### config.mk
export PLATFORM = sky130hd
export DESIGN_NAME = imh_ram
export DESIGN_NICKNAME = d
export VERILOG_FILES = /design/src/rtl/core/imh_ram.sv
export SDC_FILE = /design/constraint.sdc
export NUM_CORES = 1
export LEC_CHECK = 0
export BUFFER_PORTS_ARGS = -buffer_cell sky130_fd_sc_hd__buf_4
export CAP_MARGIN = 15
export CORE_MARGIN = 2
export CORE_UTILIZATION = 45
export CTS_BUF_LIST = sky130_fd_sc_hd__clkbuf_16
export DETAILED_ROUTE_END_ITERATION = 16
export HOLD_SLACK_MARGIN = 0.12
export PLACE_DENSITY = 0.65
export RECOVER_POWER = 100
export SETUP_SLACK_MARGIN = 0.2
export SLEW_MARGIN = 40
export SYNTH_ARGS = -nofsm -noshare
export SYNTH_HDL_FRONTEND = slang
export SYNTH_SLANG_ARGS = --single-unit
### constraint.sdc
create_clock -name aclk -period 2.1 [get_ports aclk]
set_input_delay 0.315 -clock aclk [delete_from_list [all_inputs] [get_ports aclk]]
set_output_delay 0.315 -clock aclk [all_outputs]
set_load 0.005 [all_outputs]
### src/rtl/core/imh_ram.sv
module imh_ram #(
    parameter int WIDTH = 8,
    parameter int DEPTH = 16
) (
    input  logic                     aclk,
    input  logic                     we,
    input  logic [$clog2(DEPTH)-1:0] waddr,
    input  logic [WIDTH-1:0]         wdata,
    input  logic [$clog2(DEPTH)-1:0] raddr,
    output logic [WIDTH-1:0]         rdata
);

    logic [WIDTH-1:0] mem [DEPTH];

    // one write port, one registered read port
    always_ff @(posedge aclk) begin
        if (we) begin
            mem[waddr] <= wdata;
        end
        rdata <= mem[raddr];
    end

endmodule

==> impl_metrics.tcl <==
set metrics [dict create \
    tightest_slew_ns 0.725 \
    start_util_pct 45.7 \
    cts_resized 0 \
    cts-hold-fix-buffers 0 \
    htree_levels 4 \
    rows 39 \
    fin_crit_sh_pct 77.5 \
    cp_cell_sequence "clkbuf_1, or3b_2, nor3_1, clkbuf_1" \
    wire_per_inst_microns 22.0 \
    crit_path_end_kind "flop" \
    vdd.ir_drop.worst_mv 0.554 \
    startpoint_type "input port" \
    drive_gt1_share_pct 18.7 \
    ant_nets 0 \
    clk_pin_slew_worst_paths_ns 0.05 \
    syn_area_sq_um 5150 \
    p_leak_nw 1.97 \
    grt_pass1_wl_microns 15100 \
    cts_setup_buffers 0 \
    p_int_mw 4.60 \
    dieArea_sq_um 12300 \
    drv_slew 0 \
    dp_hpwl_microns 5960 \
    maxCapViolCount 0 \
    switching_share_pct 19.8 \
    max_stage_delay_ns 0.52 \
    hold_class "in2reg" \
    syn_nets 247 \
    synth-main-ff-cell "edfxtp_1" \
    cp_common_cell "clkbuf_1" \
    num_vias 2384 \
    cts_tree "done" \
    seqPwrFrac_pct 53.3 \
    fill_cells 886 \
    synth-async-reset-ratio_pct 0 \
    setup_viol 0 \
    clkPwrFrac_pct 42.0 \
    cp_top_family "buffers and inverters" \
    critPathBufInv 2 \
    globalRoute.totalOverflow 0 \
    synth_cells 229 \
    nets 301 \
    insertedDiodeCount 0 \
    period_needed_ns 1.63 \
    final.setup.tns_ns 0 \
    portBuffers 25 \
    routed_via_density 5.46 \
    grt_max_degree 33 \
    crit_arrival_ns 1.66 \
    crit_slowest_cell "clkbuf_1" \
    drc 0 \
    ctsRootBufferMaster "clkbuf_16" \
    drtIter0Drc 181 \
    clock_sinks 136 \
    yosys_register_bits 136 \
    grt_usage_pct 17.1 \
    slew_headroom_pct 51.6 \
    die_y_microns 111 \
    cp.required_ns 2.13 \
    fin_worst_skew_ns 0.0103 \
    power.switching_mw 1.14 \
    die_width_microns 111 \
    syn_area_per_cell_sq_um 22.5 \
    cts_buffers 17 \
    synth_edf_count 128 \
    fmax_ghz 0.615 \
    clock_latency_ns 0.40 \
    hold_viol 0 \
    pin_count 26 \
    multi_input_area_sq_um 1060 \
    holdWs_ns 0.453 \
    wirelength_microns 9610 \
    gp_congestion 0.741 \
    clockBufferDepth 2 \
    synth_seq_area_share_pct 77.8 \
    pwr-share-comb_pct 4.8 \
    coreArea_sq_um 11300 \
    grt_antenna_before_repair 0 \
    grt_pass1_vias 2591 \
    crit_fanout 8 \
    synth_cell_type_count 19 \
    yosys_warnings 0 \
    dr.pass1.iters 4 \
    powerDensity_nw_per_um2 963 \
    criticalPathCategory "in2reg" \
    register_area_sq_um 4000 \
    rsz0062_at_grt "no" \
    outcome "completed" \
    area_growth_pct 15.8 \
]
==> cells in the final DEF, fill, tap and decap left out, drive strengths merged <==
cell type,n
nor2b,1
inv,7
a22oi,16
nor2,13
clkbuf,52
edfxtp,128
and2,1
clkinvlp,1
nand2b,2
mux4,32
nand2,9
nand3,1
nor3,4
buf,10
clkinv,5
and2b,1
or3b,1
dfxtp,8
nand3b,2
==> kinds of logic after synthesis <==
group	count (synthesis)	synth area share (%)
flip-flops	136	77.8
AND/OR/NAND/NOR	35	3.18
multiplexers	32	15.0
AO/OA/AOI/OAI	16	2.33
buffers and inverters	10	1.68
==> cell type report <==
cell class / instances / area share, %
tap: 143 / 3.00
multi-input combinational: 83 / 17.7
clock buffer: 17 / 7.14
timing repair buffer: 45 / 3.99
sequential: 136 / 67.2
clock inverter: 13 / 0.945
==> power by group through the flow <==
stage | clock (mW) | sequential (mW) | combinational, mW
after floorplan | 0 | 3.11 | 0.154
after global placement | 0 | 3.11 | 0.296
after detailed placement | 0 | 3.11 | 0.299
after CTS | 2.45 | 3.06 | 0.300
after global routing | 2.56 | 3.06 | 0.302
final | 2.41 | 3.06 | 0.273
==> state kept, by name, indices dropped and copies added, names as in the netlist <==
name and flops:
rdata 8, mem 128
==> cell usage after synthesis, types with 2 or more instances <==
cell type | count | area [sq um]
mux4_2 | 18 | 405
clkdlybuf4s25_2 | 3 | 30.0
nand3b_1 | 2 | 15.0
nand2b_1 | 2 | 12.5
buf_2 | 3 | 15.0
a22oi_1 | 16 | 120
nor3_1 | 4 | 20.0
nor2_1 | 13 | 48.8
dfxtp_1 | 8 | 160
edfxtp_1 | 128 | 3840
mux4_1 | 14 | 368
nand2_1 | 9 | 33.8
buf_6 | 3 | 33.8
==> metal layers <==
layer,routed length (microns),share of wire (%),global-route usage [%],up-vias
li1,-,-,-,1076
met4,116,1.2,7.17,0
met1,4200,44,22.7,1234
met3,419,4.4,4.26,9
met5,0,0,0,-
met2,4880,51,27.4,65
==> final timing paths <==
| kind | startpoint | slack [ns] | end | cells after the start |
|---|---|---|---|---|
| worst max-delay path | we | 0.47 | mem[0][2]$_DFFE_PP_ | 4 |
| worst min-delay path | wdata[2] | 0.45 | mem[9][2]$_DFFE_PP_ | 1 |
| worst max register to register | mem[1][3]$_DFFE_PP_ | 0.72 | rdata[3]$_DFF_P_ | 3 |
| worst min register to register | mem[4][0]$_DFFE_PP_ | 0.67 | rdata[0]$_DFF_P_ | 3 |
==> per-stage QoR <==
stage | instance area, sq um | cells | worst slack, ns | utilization (%) | power, mW
after detailed placement | 5590 | 407 | 0.275 | 49.6 | 3.41
after CTS | 6070 | 437 | 0.666 | 53.9 | 5.80
after floorplan | 5150 | 229 | 0.292 | - | 3.26
after global routing | 5960 | 437 | 0.386 | 52.9 | 5.93
after global placement | 5590 | 407 | 0.247 | 49.6 | 3.40
final | 5960 | 437 | 0.473 | 52.9 | 5.74
Power figures use the tool's default switching activity.
