--- src/rtl/core/imh_pkg.sv ---
package imh_pkg;

    localparam int VTX_W = 10;
    localparam int KEY_W = 32;
    localparam int ENT_W = 11;

    // operation codes
    localparam logic [1:0] OP_APPEND   = 2'd0;
    localparam logic [1:0] OP_EXTRACT  = 2'd1;
    localparam logic [1:0] OP_DECREASE = 2'd2;
    localparam logic [1:0] OP_QUERY    = 2'd3;

    // status codes
    localparam logic [1:0] STAT_OK    = 2'd0;
    localparam logic [1:0] STAT_EMPTY = 2'd1;
    localparam logic [1:0] STAT_FULL  = 2'd2;
    localparam logic [1:0] STAT_NOTIN = 2'd3;

    typedef struct packed {
        logic [1:0]       op;
        logic [VTX_W-1:0] vertex;
        logic [KEY_W-1:0] key;
    } in_beat_t;

    typedef struct packed {
        logic [VTX_W-1:0] out_vertex;
        logic [KEY_W-1:0] out_key;
        logic [1:0]       status;
        logic             member;
        logic [ENT_W-1:0] entries;
    } out_beat_t;

    // classified command handed from front to back
    typedef struct packed {
        in_beat_t beat;
        logic     vtx_ok;
    } cmd_t;

    // one heap slot
    typedef struct packed {
        logic [VTX_W-1:0] vertex;
        logic [KEY_W-1:0] key;
    } entry_t;

endpackage

--- src/rtl/core/imh_back.sv ---
module imh_back #(
    parameter int VERTICES = 1024
) (
    input  logic                            aclk,
    input  logic                            aresetn,
    input  logic                            cmd_valid,
    output logic                            cmd_pop,
    input  imh_pkg::cmd_t                   cmd,
    output logic                            m_valid,
    input  logic                            m_ready,
    output imh_pkg::out_beat_t              m_data,
    output logic                            heap_we,
    output logic [$clog2(VERTICES)-1:0]     heap_waddr,
    output imh_pkg::entry_t                 heap_wdata,
    output logic [$clog2(VERTICES)-1:0]     heap_raddr,
    input  imh_pkg::entry_t                 heap_rdata,
    output logic                            pos_we,
    output logic [$clog2(VERTICES)-1:0]     pos_waddr,
    output logic [$clog2(VERTICES)-1:0]     pos_wdata,
    output logic [$clog2(VERTICES)-1:0]     pos_raddr,
    input  logic [$clog2(VERTICES)-1:0]     pos_rdata
);

    import imh_pkg::*;

    localparam int PW = $clog2(VERTICES);
    localparam int CW = $clog2(VERTICES + 1);

    typedef enum logic [12:0] {
        ST_IDLE   = 13'b0000000000001,
        ST_LOOKUP = 13'b0000000000010,
        ST_MEMB   = 13'b0000000000100,
        ST_XROOT  = 13'b0000000001000,
        ST_XLAST  = 13'b0000000010000,
        ST_XPOS   = 13'b0000000100000,
        ST_SDISS  = 13'b0000001000000,
        ST_SDL    = 13'b0000010000000,
        ST_SDR    = 13'b0000100000000,
        ST_SDMV   = 13'b0001000000000,
        ST_SUISS  = 13'b0010000000000,
        ST_SUCMP  = 13'b0100000000000,
        ST_FIN    = 13'b1000000000000
    } state_t;

    state_t            state_reg, state_next;
    cmd_t              cmd_reg, cmd_next;
    logic [CW-1:0]     cnt_reg, cnt_next;
    logic [PW-1:0]     idx_reg, idx_next;
    entry_t            cur_reg, cur_next;
    entry_t            root_reg, root_next;
    entry_t            cand_reg, cand_next;
    logic [PW-1:0]     cand_idx_reg, cand_idx_next;
    logic              cand_lt_reg, cand_lt_next;
    logic              out_valid_reg, out_valid_next;
    out_beat_t         out_reg, out_next;

    logic              fin;
    logic [1:0]        fin_status;
    logic              fin_member;
    logic              fin_root;
    logic [PW+1:0]     l_w, r_w, cnt_w;
    logic [PW-1:0]     par;
    logic              memb;
    logic [KEY_W-1:0]  best_key;

    assign m_valid = out_valid_reg;
    assign m_data  = out_reg;

    // child, parent and membership helpers
    always_comb begin
        l_w      = (PW+2)'({idx_reg, 1'b1});
        r_w      = l_w + (PW+2)'(1);
        cnt_w    = (PW+2)'(cnt_reg);
        par      = (idx_reg - PW'(1)) >> 1;
        memb     = ((PW+1)'(idx_reg) < (PW+1)'(cnt_reg))
                   && (heap_rdata.vertex == cmd_reg.beat.vertex);
        best_key = cand_lt_reg ? cand_reg.key : cur_reg.key;
    end

    // sequencer
    always_comb begin
        state_next     = state_reg;
        cmd_next       = cmd_reg;
        cnt_next       = cnt_reg;
        idx_next       = idx_reg;
        cur_next       = cur_reg;
        root_next      = root_reg;
        cand_next      = cand_reg;
        cand_idx_next  = cand_idx_reg;
        cand_lt_next   = cand_lt_reg;
        out_valid_next = out_valid_reg && !m_ready;
        out_next       = out_reg;
        cmd_pop        = 1'b0;
        fin            = 1'b0;
        fin_status     = STAT_OK;
        fin_member     = 1'b0;
        fin_root       = 1'b0;
        heap_we        = 1'b0;
        heap_waddr     = '0;
        heap_wdata     = '0;
        heap_raddr     = '0;
        pos_we         = 1'b0;
        pos_waddr      = '0;
        pos_wdata      = '0;
        pos_raddr      = '0;

        unique case (state_reg)
            ST_IDLE: begin
                if (cmd_valid && (!out_valid_reg || m_ready)) begin
                    cmd_pop  = 1'b1;
                    cmd_next = cmd;
                    pos_raddr = PW'(cmd.beat.vertex);
                    unique case (cmd.beat.op)
                        OP_APPEND: begin
                            if (!cmd.vtx_ok) begin
                                fin        = 1'b1;
                                fin_status = STAT_NOTIN;
                            end else if (cnt_reg >= CW'(VERTICES)) begin
                                fin        = 1'b1;
                                fin_status = STAT_FULL;
                            end else begin
                                state_next = ST_LOOKUP;
                            end
                        end
                        OP_EXTRACT: begin
                            if (cnt_reg == '0) begin
                                fin        = 1'b1;
                                fin_status = STAT_EMPTY;
                            end else begin
                                heap_raddr = '0;
                                state_next = ST_XROOT;
                            end
                        end
                        OP_DECREASE: begin
                            if (!cmd.vtx_ok) begin
                                fin        = 1'b1;
                                fin_status = STAT_NOTIN;
                            end else begin
                                state_next = ST_LOOKUP;
                            end
                        end
                        default: begin
                            if (!cmd.vtx_ok) begin
                                fin = 1'b1;
                            end else begin
                                state_next = ST_LOOKUP;
                            end
                        end
                    endcase
                end
            end
            // slot of vertex is back, fetch that slot
            ST_LOOKUP: begin
                idx_next   = pos_rdata;
                heap_raddr = pos_rdata;
                state_next = ST_MEMB;
            end
            ST_MEMB: begin
                state_next = ST_IDLE;
                case (cmd_reg.beat.op)
                    OP_APPEND: begin
                        fin = 1'b1;
                        if (!memb) begin
                            heap_we    = 1'b1;
                            heap_waddr = PW'(cnt_reg);
                            heap_wdata = '{vertex: cmd_reg.beat.vertex,
                                           key: cmd_reg.beat.key};
                            pos_we     = 1'b1;
                            pos_waddr  = PW'(cmd_reg.beat.vertex);
                            pos_wdata  = PW'(cnt_reg);
                            cnt_next   = cnt_reg + CW'(1);
                        end
                    end
                    OP_DECREASE: begin
                        if (!memb) begin
                            fin        = 1'b1;
                            fin_status = STAT_NOTIN;
                        end else begin
                            cur_next   = '{vertex: cmd_reg.beat.vertex,
                                           key: cmd_reg.beat.key};
                            state_next = ST_SUISS;
                        end
                    end
                    default: begin
                        fin        = 1'b1;
                        fin_member = memb;
                    end
                endcase
            end
            // extract: root is back, fetch last entry
            ST_XROOT: begin
                root_next  = heap_rdata;
                heap_raddr = PW'(cnt_reg - CW'(1));
                state_next = ST_XLAST;
            end
            ST_XLAST: begin
                cur_next   = heap_rdata;
                heap_we    = 1'b1;
                heap_waddr = '0;
                heap_wdata = heap_rdata;
                pos_we     = 1'b1;
                pos_waddr  = PW'(root_reg.vertex);
                pos_wdata  = PW'(cnt_reg - CW'(1));
                cnt_next   = cnt_reg - CW'(1);
                idx_next   = '0;
                state_next = ST_XPOS;
            end
            ST_XPOS: begin
                pos_we     = 1'b1;
                pos_waddr  = PW'(cur_reg.vertex);
                pos_wdata  = '0;
                state_next = ST_SDISS;
            end
            // sift down: fetch left child
            ST_SDISS: begin
                if (l_w < cnt_w) begin
                    heap_raddr = PW'(l_w);
                    state_next = ST_SDL;
                end else begin
                    state_next = ST_FIN;
                end
            end
            ST_SDL: begin
                cand_next     = heap_rdata;
                cand_idx_next = PW'(l_w);
                cand_lt_next  = heap_rdata.key < cur_reg.key;
                if (r_w < cnt_w) begin
                    heap_raddr = PW'(r_w);
                    state_next = ST_SDR;
                end else begin
                    state_next = ST_SDMV;
                end
            end
            ST_SDR: begin
                if (heap_rdata.key < best_key) begin
                    cand_next     = heap_rdata;
                    cand_idx_next = PW'(r_w);
                    cand_lt_next  = 1'b1;
                end
                state_next = ST_SDMV;
            end
            ST_SDMV: begin
                if (cand_lt_reg) begin
                    heap_we    = 1'b1;
                    heap_waddr = idx_reg;
                    heap_wdata = cand_reg;
                    pos_we     = 1'b1;
                    pos_waddr  = PW'(cand_reg.vertex);
                    pos_wdata  = idx_reg;
                    idx_next   = cand_idx_reg;
                    state_next = ST_SDISS;
                end else begin
                    state_next = ST_FIN;
                end
            end
            // sift up: fetch parent
            ST_SUISS: begin
                if (idx_reg != '0) begin
                    heap_raddr = par;
                    state_next = ST_SUCMP;
                end else begin
                    state_next = ST_FIN;
                end
            end
            ST_SUCMP: begin
                if (cur_reg.key < heap_rdata.key) begin
                    heap_we    = 1'b1;
                    heap_waddr = idx_reg;
                    heap_wdata = heap_rdata;
                    pos_we     = 1'b1;
                    pos_waddr  = PW'(heap_rdata.vertex);
                    pos_wdata  = idx_reg;
                    idx_next   = par;
                    state_next = ST_SUISS;
                end else begin
                    state_next = ST_FIN;
                end
            end
            // place the moving entry in its final slot
            ST_FIN: begin
                heap_we    = 1'b1;
                heap_waddr = idx_reg;
                heap_wdata = cur_reg;
                pos_we     = 1'b1;
                pos_waddr  = PW'(cur_reg.vertex);
                pos_wdata  = idx_reg;
                fin        = 1'b1;
                fin_root   = (cmd_reg.beat.op == OP_EXTRACT);
                state_next = ST_IDLE;
            end
            default: begin
                state_next = ST_IDLE;
            end
        endcase

        // result beat
        if (fin) begin
            out_valid_next      = 1'b1;
            out_next.out_vertex = fin_root ? root_reg.vertex : '0;
            out_next.out_key    = fin_root ? root_reg.key : '0;
            out_next.status     = fin_status;
            out_next.member     = fin_member;
            out_next.entries    = ENT_W'(cnt_next);
        end
    end

    always_ff @(posedge aclk) begin
        if (!aresetn) begin
            state_reg     <= ST_IDLE;
            cnt_reg       <= '0;
            out_valid_reg <= 1'b0;
        end else begin
            state_reg     <= state_next;
            cnt_reg       <= cnt_next;
            out_valid_reg <= out_valid_next;
        end
    end

    always_ff @(posedge aclk) begin
        cmd_reg      <= cmd_next;
        idx_reg      <= idx_next;
        cur_reg      <= cur_next;
        root_reg     <= root_next;
        cand_reg     <= cand_next;
        cand_idx_reg <= cand_idx_next;
        cand_lt_reg  <= cand_lt_next;
        out_reg      <= out_next;
    end

endmodule

--- config.mk ---
export PLATFORM = sky130hd
export DESIGN_NAME = imh_back
export DESIGN_NICKNAME = d
export VERILOG_FILES = /design/src/rtl/core/imh_pkg.sv /design/src/rtl/core/imh_back.sv
export SDC_FILE = /design/constraint.sdc
export NUM_CORES = 1
export LEC_CHECK = 0
export BUFFER_PORTS_ARGS = -buffer_cell sky130_fd_sc_hd__buf_2
export CORE_MARGIN = 4
export CORE_UTILIZATION = 45
export DETAILED_ROUTE_END_ITERATION = 12
export GPL_TIMING_DRIVEN = 0
export PLACE_DENSITY = 0.69
export REMOVE_ABC_BUFFERS = 1
export SETUP_SLACK_MARGIN = 0.3
export SLEW_MARGIN = 20
export SYNTH_ARGS = -nofsm -noshare
export SYNTH_HDL_FRONTEND = slang
export SYNTH_SLANG_ARGS = --single-unit
--- constraint.sdc ---
create_clock -name aclk -period 9.3 [get_ports aclk]
set_input_delay 0.93 -clock aclk [delete_from_list [all_inputs] [get_ports aclk]]
set_output_delay 0.93 -clock aclk [all_outputs]
set_load 0.005 [all_outputs]
==> flow_summary_export.csv, run 1 <==
group,metric,value,unit
run_status,status,"finished clean",
drt,route.detailed.wl_per_inst,22.0,µm
final_layout,drive_gt1_share,22.3,%
critical_path,crit_path_max_fanout,20,
critical_path,crit_required,8370,ps
cts,clk_path_buf_depth,3,
global_routing,grt_pass1_wl,67700,µm
timing,tightestPinTransition,1140,ps
power,power_density,159,nW/µm²
critical_path,critPathLaunchType,"register",
cts,h-tree-depth,1,
place,post-place-ws,3950,ps
drt,drc,0,
timing,setup_viol,0,
critical_path,critPathKind,"register to output pin",
die,dieHeight,190,µm
global_routing,grt_remaining_overflow,0,
cts,holdBufCountCts,0,
timing,drv_slew,0,
cts,clk_latency,570,ps
cts,cts.repair.resized,0,
drt,drt-initial-drc-count,1281,
timing,final.period_utilization,63.3,%
die,die_w,190,µm
timing,min_period,5890,ps
final_layout,syn2layout_area_growth,20.5,%
logic_synthesis,synth.ff_latch_count,272,
place,placed_cells,1972,
timing,setup_ws,3410,ps
timing,skew,15.9,ps
cts,cts_buffers,30,
power,total_power,2850,µW
logic_synthesis,synth_edf_count,247,
logic_synthesis,netlist_area,14900,µm²
drt,drt_wl_total,44500,µm
die,ios,253,
cts,clock_tree.root_cell,"clkbuf_16",
timing,timing.fmax,0.170,GHz
drt,antenna_left,0,
flow_run,max_cap_violations,0,
place,io_buffers,252,
die,rows,66,
logic_synthesis,ys_warn_count,0,
critical_path,arrival,4960,ps
logic_synthesis,yosysSeqAreaShare,53.0,%
final_layout,fill_cells,2813,
cts,clkTransAtPathRegs,60,ps
final_layout,final_cell_count_no_fill,2027,
die,core_region_area,32600,µm²
global_routing,grt_use_total,23.7,%
logic_synthesis,syn_area_per_cell,11.3,µm²
final_layout,nets,1761,
logic_synthesis,synth_ff_type,"edfxtp_1",
power,power.leakage,0.00761,µW
power,vdd.ir_drop.worst,0.000166,V
global_routing,antenna_found_initial,3,
die,die_area,36200,µm²
place,gp_congestion,0.902,
timing,timing.slew.headroom,23.1,%
final_layout,diodes,0,
final_layout,largest_reg_flops,56,
timing,hold_viol,0,
die,initial_core_util,45.8,%
cts,post-cts-setup-buffers,0,
critical_path,endpoint_kind,"output pin",
logic_synthesis,synthCells,1323,
global_routing,grt_max_degree,45,
place,dp.final_hpwl,31700,µm
logic_synthesis,async_reset_ff_share,0,%
global_routing,grt_pass1_vias,11671,
cts,cts_tree,"done",
drt,vias,12020,
drt,drtPass1Iterations,8,
final_layout,regArea,7920,µm²
logic_synthesis,yosysUniqueCellTypes,69,
drt,vias_per_cell,5.93,
final_layout,multiInputGateArea,6540,µm²
hold_path,min_path_type,"register to register",
cts,cts_sinks,272,
timing,grt_setup_unrepaired,"no",
==> layer usage <==
metal	part of all wire [%]	track usage, %	vias up	wire (µm)
li1	-	-	5548	-
met4	1.9	4.67	6	855
met2	46	38.3	545	20400
met5	0.076	0	-	34
met1	44	34.3	5868	19800
met3	7.8	3.72	53	3470
==> worst max-delay path: stages, from the launching register on <==
cell and delay, ps:
dfxtp_1 330, or4_1 610, nor4b_2 460, nand4b_1 700, a211oi_4 990, buf_6 290
or3_1 590, a221o_1 300, buf_2 120
==> kinds of logic after synthesis <==
| kind of cell | after synthesis | share of synthesized area [%] |
|---|---|---|
| buf+inv | 129 | 3.64 |
| simple gates | 426 | 14.7 |
| compound gates | 319 | 15.5 |
| xor+xnor | 46 | 2.70 |
| flops | 272 | 53.0 |
| fa+ha+maj | 98 | 8.21 |
| mux | 33 | 2.22 |
==> report_power, final <==
part	leakage [µW]	internal [µW]	switching [µW]
sequential	0.00249	1380	21.0
combinational	0.00462	80.5	127
clock	0.000502	748	499
total	0.00761	2210	647
==> final timing paths <==
path	from	endpoint	slack, ps	cells past startpoint
worst min-delay path	root_reg[28]$_DFFE_PN_	m_data[42]$_SDFFCE_PN0P_	510	1
worst min register to register	root_reg[28]$_DFFE_PN_	m_data[42]$_SDFFCE_PN0P_	510	1
worst max register to register	idx_reg[9]$_DFFE_PP_	m_data[30]$_SDFFCE_PN0P_	4870	8
worst max-delay path	state_reg[12]$_SDFFE_PN0P_	pos_wdata[6]	3410	8
==> cell usage after synthesis, drive strengths merged, types with 3 or more instances <==
| master | n | area share (%) |
|---|---|---|
| nand3 | 14 | 0.47 |
| and4 | 4 | 0.23 |
| o21ai | 66 | 2.2 |
| a31oi | 3 | 0.13 |
| edfxtp | 247 | 50 |
| buf | 24 | 1.0 |
| o31ai | 3 | 0.15 |
| inv | 56 | 1.4 |
| a211o | 12 | 0.70 |
| nor2 | 51 | 1.3 |
| nand4 | 17 | 0.71 |
| xor2 | 17 | 1.0 |
| nand2 | 168 | 4.2 |
| or4 | 4 | 0.23 |
| ha | 98 | 8.2 |
| nor3b | 4 | 0.20 |
| and3 | 14 | 0.59 |
| nand2b | 7 | 0.29 |
| nor4b | 4 | 0.28 |
| a22o | 27 | 1.6 |
| a21o | 10 | 0.50 |
| nor4 | 11 | 0.56 |
| a21oi | 57 | 1.9 |
| clkbuf | 49 | 1.2 |
| mux2i | 32 | 2.1 |
| dfxtp | 25 | 3.3 |
| a222oi | 35 | 2.3 |
| nor2b | 9 | 0.38 |
| o211ai | 16 | 0.80 |
| or3 | 4 | 0.20 |
| o21a | 4 | 0.20 |
| and2 | 64 | 2.7 |
| and4b | 3 | 0.20 |
| nor3 | 24 | 0.84 |
| a221o | 21 | 1.4 |
| or2 | 3 | 0.13 |
| o221ai | 3 | 0.18 |
| nand3b | 7 | 0.35 |
| xnor2 | 29 | 1.7 |
| a211oi | 7 | 0.42 |
| a22oi | 37 | 1.9 |
| nand4b | 10 | 0.59 |
==> cell usage in the layout, fill, tap and decap left out, types with 6 or more instances in the layout <==
| master | n |
|---|---|
| a211o_1 | 12 |
| a21o_1 | 10 |
| a21oi_1 | 56 |
| a221o_1 | 21 |
| a222oi_1 | 35 |
| a22o_1 | 27 |
| a22oi_1 | 37 |
| and2_1 | 62 |
| and3_1 | 14 |
| buf_16 | 10 |
| buf_2 | 253 |
| buf_6 | 6 |
| clkbuf_1 | 7 |
| clkbuf_16 | 30 |
| clkinv_2 | 7 |
| dfxtp_1 | 25 |
| edfxtp_1 | 247 |
| ha_1 | 98 |
| inv_1 | 55 |
| mux2i_1 | 32 |
| nand2_1 | 167 |
| nand2b_1 | 7 |
| nand3_1 | 14 |
| nand3b_1 | 7 |
| nand4_1 | 17 |
| nand4b_1 | 10 |
| nor2_1 | 49 |
| nor2b_1 | 9 |
| nor3_1 | 23 |
| nor4_1 | 9 |
| o211ai_1 | 16 |
| o21ai_0 | 65 |
| xnor2_1 | 29 |
| xor2_1 | 17 |
==> per-stage QoR <==
step	hold WS [ps]	area, µm²	setup TNS, ps	util (%)
2_1_floorplan	496	14600	0	-
3_3_place_gp	498	16400	-151860	50.3
3_5_place_dp	504	17000	0	52.0
4_1_cts	512	18000	0	55.2
5_1_grt	515	18000	0	55.2
6_report	509	18000	0	55.2
==> area by class of cell <==
cell class	instances	share of cell area (%)
Clock buffer	39	4.47
Clock inverter	16	1.25
Tap cell	442	3.07
Timing Repair Buffer	280	9.77
Multi-Input combinational cell	922	36.3
Sequential cell	272	44.0
Inverter	56	1.18
Note: power is estimated with default switching activity, not from simulation.
==> run 2: changes to the inputs <==
--- a/config.mk
+++ b/config.mk
@@ -10,7 +10,7 @@
 export CORE_UTILIZATION = 45
 export DETAILED_ROUTE_END_ITERATION = 12
 export GPL_TIMING_DRIVEN = 0
-export PLACE_DENSITY = 0.69
+export PLACE_DENSITY = 0.72
 export REMOVE_ABC_BUFFERS = 1
 export SETUP_SLACK_MARGIN = 0.3
 export SLEW_MARGIN = 20
==> constraint.sdc (replaced) <==
create_clock -name aclk -period 5.2 [get_ports aclk]
set_input_delay 0.52 -clock aclk [delete_from_list [all_inputs] [get_ports aclk]]
set_output_delay 0.52 -clock aclk [all_outputs]
set_load 0.005 [all_outputs]
==> run 2 against run 1 <==
Clock-buffer cell count unchanged. Critical path depth is 4 higher. Register-to-register slack got worse by 3800 ps. Setup slack worse by 2900 ps. Die area is the same. Largest cell class unchanged. Highest routed layer unchanged.
==> flow_summary_export.csv, run 2 (same netlist as run 1, synthesis figures left out) <==
group,metric,value,unit
die,die_w,190,µm
power,power.leakage,0.00769,µW
hold_path,min_path_type,"input port to register",
critical_path,cpPeakStageDelay,490,ps
drt,route.detailed.wl_per_inst,21.7,µm
critical_path,timing.rr.start,"cnt_reg[9]$_SDFF_PN0_",
global_routing,grt_pass1_vias,11974,
die,core_region_area,32600,µm²
timing,grt_setup_unrepaired,"no",
final_layout,syn2layout_area_growth,21.7,%
power,power_density,284,nW/µm²
drt,vias,12117,
cts,cts_tree,"done",
critical_path,crit_buf_inv,2,
power,combPwrFrac,7.2,%
global_routing,antenna_found_initial,4,
critical_path,cp_common_cell,"and3_1",
critical_path,cp_slowest_cell,"edfxtp_1",
flow_run,max_cap_violations,0,
place,io_buffers,252,
place,dp.final_hpwl,31500,µm
critical_path,worst-path-stages,12,
final_layout,mostFrequentLayoutCell,"buf_2",
critical_path,critPathLaunchType,"register",
place,post-place-ws,396,ps
final_layout,drive_gt1_share,23.5,%
final_layout,final_cell_count_no_fill,2050,
cts,clkTransAtPathRegs,60,ps
power,seqPwrFrac,48.5,%
timing,skew,18.3,ps
cts,cts_sinks,272,
global_routing,grt_pass1_wl,67900,µm
hold_path,whs_path_depth,1,
cts,clock_tree.root_cell,"clkbuf_16",
drt,vias_per_cell,5.91,
cts,cts_buffers,34,
drt,drt-initial-drc-count,1194,
global_routing,grt_use_total,23.9,%
power,p_int,3970,µW
timing,final.period_utilization,90.2,%
power,p_sw,1200,µW
critical_path,crit_required,4680,ps
hold_path,hold_start,"cmd[18]",
critical_path,arrival,4170,ps
drt,drtPass1Iterations,6,
critical_path,crit_start,"idx_reg[1]$_DFFE_PP_",
critical_path,crit_path_max_fanout,8,
cts,clk_latency,520,ps
critical_path,crit_family,"simple AND/OR/NAND/NOR gates",
critical_path,r2r_cells,10,
run_status,status,"finished clean",
power,power_frac_clock,44.4,%
timing,finalSetupTns,0,ps
die,ios,253,
cts,clk_path_buf_depth,3,
timing,hold_viol,0,
die,initial_core_util,45.8,%
timing,timing.fmax,0.213,GHz
die,die_area,36200,µm²
drt,antenna_left,0,
power,vdd.ir_drop.worst,0.000262,V
final_layout,largest_reg_flops,56,
drt,drc,0,
cts,holdBufCountCts,0,
timing,setup_viol,0,
timing,min_period,4690,ps
timing,setup_ws,509,ps
drt,drt_wl_total,44500,µm
place,gp_congestion,0.948,
power,total_power,5170,µW
critical_path,critPathKind,"register to output pin",
place,placed_cells,1973,
die,dieHeight,190,µm
critical_path,endpoint_kind,"output pin",
timing,tightestPinTransition,1040,ps
final_layout,final_cell_mix,"buf_2 (253), edfxtp_1 (247), nand2_1 (166), ha_1 (97), o21ai_0 (65)",
die,rows,66,
final_layout,nets,1781,
critical_path,cp_cell_sequence,"and3_1 -> and3_1 -> and3_1 -> xor2_1 -> ha_1 -> a211oi_1 -> a21oi_1 -> nor4_4 -> buf_4 -> or3b_2 -> nand3_1 -> buf_2",
global_routing,grt_remaining_overflow,0,
timing,drv_slew,0,
power,swShare,23.2,%
global_routing,grt_max_degree,43,
cts,h-tree-depth,2,
timing,timing.slew.headroom,30.1,%
[run 2: worst paths after layout]
kind,end,slack (ps)
hold / removal,cmd_reg[18]$_DFFE_PP_,180
setup / recovery,heap_raddr[5],510
hold reg to reg,m_data[23]$_SDFFCE_PN0P_,520
setup reg to reg,m_data[32]$_SDFFCE_PN0P_,1120
[run 2: power groups by stage]
| stage | clock network [µW] | logic [µW] | registers, µW |
|---|---|---|---|
| final | 2290 | 370 | 2500 |
| after global routing | 2430 | 409 | 2510 |
| after CTS | 2340 | 368 | 2500 |
| after detailed placement | 0 | 365 | 2550 |
| after global placement | 0 | 335 | 2560 |
| after floorplan | 0 | 170 | 2550 |
[run 2: timing repair]
item / 4_1_cts / 5_1_grt
endpoints found under the setup margin: 46 / 28
resized for setup: 3 / 3
pin swaps: 2 / 1
buffers inserted: 7 / 8
[run 2: metrics by stage]
step           hold WS, ps  util, %  cell area (µm²)
6_report               177     55.7            18200
5_1_grt                152     55.7            18200
4_1_cts                156     55.5            18100
3_5_place_dp           502     52.0            17000
3_3_place_gp           500     50.3            16400
2_1_floorplan          496        -            14600
[run 2: per-layer routing]
| metal | wire length [µm] | track usage (%) | vias to the layer above |
|---|---|---|---|
| met5 | 26 | 0 | - |
| met4 | 1280 | 7.10 | 4 |
| met3 | 3890 | 4.76 | 94 |
| met2 | 20200 | 38.4 | 577 |
| met1 | 19100 | 33.2 | 5849 |
| li1 | - | - | 5593 |
[run 2: area by class of cell]
type,count,area (µm²)
flip-flops and latches,272,7920
inverters,56,213
clock inverters,21,208
well taps,442,553
diodes,2,5.00
multi-input cells,922,6550
fillers,2793,14400
repair buffers,296,1870
clock buffers,39,870
[run 2: worst register-to-register path: stages (launching register included)]
cell      delay [ps]
dfxtp_1          430
inv_1            170
ha_1             360
nand3b_1         230
nand4_1          140
nor3_2           430
o21a_2           410
inv_1            290
o21ai_0          650
nand2_4          350
buf_12           300
